**config.mk**
```make
export PLATFORM = sky130hd
export DESIGN_NAME = tbp_fifo
export DESIGN_NICKNAME = d
export VERILOG_FILES = /design/src/hdl/tbp_pkg.sv /design/src/hdl/tbp_fifo.sv
export SDC_FILE = /design/constraint.sdc
export NUM_CORES = 1
export LEC_CHECK = 0
export BUFFER_PORTS_ARGS = -buffer_cell sky130_fd_sc_hd__buf_2
export CAP_MARGIN = 25
export CORE_UTILIZATION = 47
export DETAILED_ROUTE_END_ITERATION = 10
export MAX_ROUTING_LAYER = met4
export PLACE_DENSITY = 0.79
export SYNTH_ARGS = -nofsm -noshare
export SYNTH_HDL_FRONTEND = slang
export SYNTH_SLANG_ARGS = --single-unit
```
**constraint.sdc**
```tcl
create_clock -name clk -period 1.45 [get_ports clk]
set_input_delay 0.0725 -clock clk [delete_from_list [all_inputs] [get_ports clk]]
set_output_delay 0.0725 -clock clk [all_outputs]
set_load 0.02 [all_outputs]
```
**src/hdl/tbp_pkg.sv**
```systemverilog
package tbp_pkg;

  localparam int LOCAL_HIST_BITS  = 10;
  localparam int GLOBAL_HIST_BITS = 12;
  localparam int PC_INDEX_BITS    = 10;

  localparam int ADDR_BITS = 32;

  localparam int LCTR_BITS = 3;
  localparam int GCTR_BITS = 2;
  localparam int CH_BITS   = 2;

  localparam logic [LCTR_BITS-1:0] LCTR_MAX = LCTR_BITS'(7);
  localparam logic [GCTR_BITS-1:0] GCTR_MAX = GCTR_BITS'(3);
  localparam logic [CH_BITS-1:0]   CH_MAX   = CH_BITS'(3);

  localparam int PC_ENTRIES = 1 << PC_INDEX_BITS;
  localparam int LH_ENTRIES = 1 << LOCAL_HIST_BITS;
  localparam int GH_ENTRIES = 1 << GLOBAL_HIST_BITS;

  // Sweep length covers the deepest table
  localparam int CLR_BITS_A = (PC_INDEX_BITS > LOCAL_HIST_BITS) ? PC_INDEX_BITS
                                                                 : LOCAL_HIST_BITS;
  localparam int CLR_BITS   = (CLR_BITS_A > GLOBAL_HIST_BITS) ? CLR_BITS_A
                                                               : GLOBAL_HIST_BITS;

  localparam int FIFO_DEPTH    = 4;
  localparam int FIFO_PTR_BITS = $clog2(FIFO_DEPTH);
  localparam int FIFO_CNT_BITS = $clog2(FIFO_DEPTH + 1);

  typedef struct packed {
    logic predict_taken;
    logic used_global;
  } result_t;

endpackage

```
**src/hdl/tbp_fifo.sv**
```systemverilog
module tbp_fifo (
  input  logic                                 clk,
  input  logic                                 rst,
  input  logic                                 push,
  input  tbp_pkg::result_t                     push_data,
  input  logic                                 pop,
  output tbp_pkg::result_t                     pop_data,
  output logic [tbp_pkg::FIFO_CNT_BITS-1:0]    count
);

  tbp_pkg::result_t                   buf_q [tbp_pkg::FIFO_DEPTH];
  logic [tbp_pkg::FIFO_PTR_BITS-1:0]  wr_ptr;
  logic [tbp_pkg::FIFO_PTR_BITS-1:0]  rd_ptr;

  assign pop_data = buf_q[rd_ptr];

  always_ff @(posedge clk) begin
    if (push) begin
      buf_q[wr_ptr] <= push_data;
    end
  end

  always_ff @(posedge clk) begin
    if (rst) begin
      wr_ptr <= '0;
      rd_ptr <= '0;
      count  <= '0;
    end else begin
      if (push) begin
        wr_ptr <= wr_ptr + tbp_pkg::FIFO_PTR_BITS'(1);
      end
      if (pop) begin
        rd_ptr <= rd_ptr + tbp_pkg::FIFO_PTR_BITS'(1);
      end
      case ({push, pop})
        2'b10:   count <= count + tbp_pkg::FIFO_CNT_BITS'(1);
        2'b01:   count <= count - tbp_pkg::FIFO_CNT_BITS'(1);
        default: count <= count;
      endcase
    end
  end

endmodule

```
==> metrics.md <==
| Metric | Value |
|---|---|
| Outcome | `finished clean` |
| Hold endpoint | `count[2]$_SDFFE_PP0P_` |
| Sink Count | `17` |
| CP Class | `flip-flop to flip-flop` |
| Core Util, Final | `0.6413` |
| Average wire per standard cell | `12.74 um` |
| Hold path cells | `2` |
| Period utilisation layout | `0.9942` |
| Drc violations | `0` |
| Mux cell area share after synthesis | `0.07774` |
| Die Span X | `40.82 um` |
| Actual slew at the worst max-slew pin | `around 210 ps` |
| Worst EP required | `1690 ps` |
| Total track usage | `0.1761` |
| Critical path endpoint category | `flip-flop` |
| Reg-to-reg slack, setup | `8 ps` |
| Synth Area in Compound Gates | `0.02120` |
| Post-Syn Area | `708.2 sq um` |
| Simple-Gate Fraction of Synth Area | `0.09187` |
| CP max-delay cell | `dfxtp_4` |
| Power density over the cells | `1169 mW/mm^2` |
| Standard-cell rows | `13` |
| EDFF count, synth | `8` |
| Via Count | `434` |
| H-tree levels | `1` |
| GRT overflow | `0` |
| Placed Cells | `81` |
| Post-CTS Setup Repair Bufs | `0` |
| Post-synth cell types | `16` |
| Delay-heaviest family, CP | `flip-flops` |
| Syn Nets | `67` |
| Synth warnings | `0` |
| Fin. max-slew vios | `0` |
| Crit path DAT | `1680 ps` |
| # IOs | `11` |
| Ys async rst share | `0` |
| Worst hold path class | `input port to flip-flop` |
| Post-synth top area share | `0.3392` |
| Register area share after synthesis | `0.5936` |
| Top-count cell post-synth | `dfxtp_1` |
| Port-buffer cells | `10` |
| CTS tree | `done` |
| Fmax | `693.7 MHz` |
| Clock Path Buffers | `2` |
| Global-route wire length before repair | `around 1700 um` |
| DIE AREA | `0.001666 sq mm` |
| Largest net degree at the start of global routing | `12` |
| Nets | `85` |
| Largest stage delay, worst path | `370 ps` |
| CTS clk-pin slew, worst paths | `100 ps` |
| Largest family of logic cells by synthesized area | `adder cells` |
| WL final | `1108 um` |
| Num CTS Buffers | `3` |
| Post-Synth XOR/XNOR Area | `0.06184` |
| Synth Flop Type | `dfxtp_1` |
| Gate Count Post-Synth | `55` |
| Reg2reg start | `count[1]$_SDFFE_PP0P_` |
| Critical-path cell list | `inv_2 -> fa_2 -> xor2_1 -> or3_1 -> a21oi_2` |
| Synth area leader | `edfxtp_1` |
| Area Growth Syn to Fin | `22.26%` |
| Synth Area in Adders | `0.1166` |
| Setup Skew | `a little under 6 ps` |
| RePlAce Congestion | `roughly 0.65` |
| Antenna viol nets, final | `0` |
| Final setup violation count | `0` |
| Fillers | `109` |
| Max-cap viol count | `0` |
| Core Region | `~0.0014 sq mm` |
| Initial Util | `0.5246` |
| FF+latch count, synth | `17` |
| Layout cells sized above 1 | `0.3333` |
| # diodes | `0` |
| Final Hold Viols | `0` |
| Commonest cells post-synth | `dfxtp_1, edfxtp_1, nor2_1` |
| Initial antenna violation count | `0` |
| Critical-path maximum fanout | `3` |
| Die height | `around 40 um` |
| Hold_sp | `rst` |
| Layout Cells excl Fill | `87` |
| Period minus WS final | `1442 ps` |
| Vias in the first global route | `429` |
| Worst VDD drop | `0.0006729 V` |
| Worst-Skew Late Latency | `290 ps` |
| Leak | `between 0.3 and 0.4 nW` |
| Buffer and inverter count on the worst path | `1` |
| Via density | `approximately 5` |
| Root buffer cell | `clkbuf_4` |
| RSZ-0062 raised after global routing | `true` |
| Initial drt markers | `4` |
| Synth top area cells | `edfxtp_1, dfxtp_1, ha_1` |
| R2r endpoint | `count[2]$_SDFFE_PP0P_` |
| Pre-antenna DRT Iters | `2` |
| Reg2Reg Depth | `5` |
| Startpoint types | `flip-flop` |
| Max-slew headroom | `0.8609` |
| Post-synthesis area per instance | `12.88 sq um` |
-- report_power, final --
group,internal (mW),switching (mW),total [mW]
Sequential,0.544,0.0260,0.570
Clock,0.105,0.151,0.256
Combinational,0.0894,0.0971,0.186
-- cell families (layout without fill, tap and decap cells) --
group / Yosys count / after routing
fa+ha+maj: 6 / 6
compound gates: 3 / 3
flops: 17 / 17
mux: 3 / 3
simple gates: 14 / 14
xor+xnor: 5 / 5
buf+inv: 7 / 24
-- area by class of cell --
class	instances	area (sq um)	share of cell area
sequential	17	429.2	0.4957
multi-input combinational	31	267.8	0.3092
timing repair buffer	14	97.59	0.1127
clock buffer	3	22.52	0.02601
inverter	6	22.52	0.02601
tap	15	18.77	0.02168
clock inverter	1	7.507	0.008671
-- through the flow --
stage | hold WS (ps) | total power [mW] | worst slack (ps) | TNS, ps | instance area, sq um
2_1_floorplan | 171.4 | 0.6944 | 18.04 | 0 | 718.2
3_3_place_gp | 291.9 | 0.7406 | 32.79 | 0 | 798.3
3_5_place_dp | 303.1 | 0.7483 | -4.996 | -4.996 | 798.3
4_1_cts | 3.735 | 1.007 | 8.244 | 0 | 839.6
5_1_grt | 39.61 | 1.074 | -48.58 | -58.43 | 865.8
6_report | 40.78 | 1.012 | 8.436 | 0 | 865.8
-- worst register-to-register path: cells and delay by family, from the launching register on --
kind | cells | cell delay, ps
flops | 1 | 370
fa+ha+maj | 1 | 370
simple gates | 1 | 320
xor+xnor | 1 | 170
compound gates | 1 | 110
buf+inv | 1 | 40
-- per-layer routing --
layer  global-route usage  vias up  wire (um)
met3              0.06522        2         22
met4               0.1333        0         21
li1                     -      217          -
met1               0.1918      208        485
met5                    -        -          0
met2               0.2578        7        579
-- placed cells by master, fill, tap and decap left out, drive strengths merged --
cell type	netlist	layout
xor2	3	3
mux4	2	2
nor2	8	8
o21ai	1	1
ha	5	5
a21oi	2	2
dlygate4sd3	0	2
nand2	1	1
clkbuf	1	3
or3	1	1
edfxtp	8	8
clkinvlp	0	1
dfxtp	9	9
buf	0	12
and2	4	4
mux2i	1	1
inv	6	6
fa	1	1
xnor2	2	2
-- what timing repair did --
action                                  CTS  global route
cloned                                    0             0
endpoints found under the setup margin    2             3
endpoints found under the hold margin     4             3
hold buffers                              1             1
pin swaps                                 1             0
gates resized for setup                   1             5
-- how the worst max path moves through the flow --
stage | from | to | slack (ps) | depth (start not counted)
final | count[1]$_SDFFE_PP0P_ | count[2]$_SDFFE_PP0P_ | 8 | 5
after global routing | count[1]$_SDFFE_PP0P_ | count[2]$_SDFFE_PP0P_ | -50 | 5
after CTS | count[1]$_SDFFE_PP0P_ | count[2]$_SDFFE_PP0P_ | 8 | 5
after detailed placement | push | count[2]$_SDFFE_PP0P_ | -5 | 8
after global placement | push | count[2]$_SDFFE_PP0P_ | 30 | 8
after floorplan | count[1]$_SDFFE_PP0P_ | count[2]$_SDFFE_PP0P_ | 20 | 5
(Power assumes the default switching activity.)
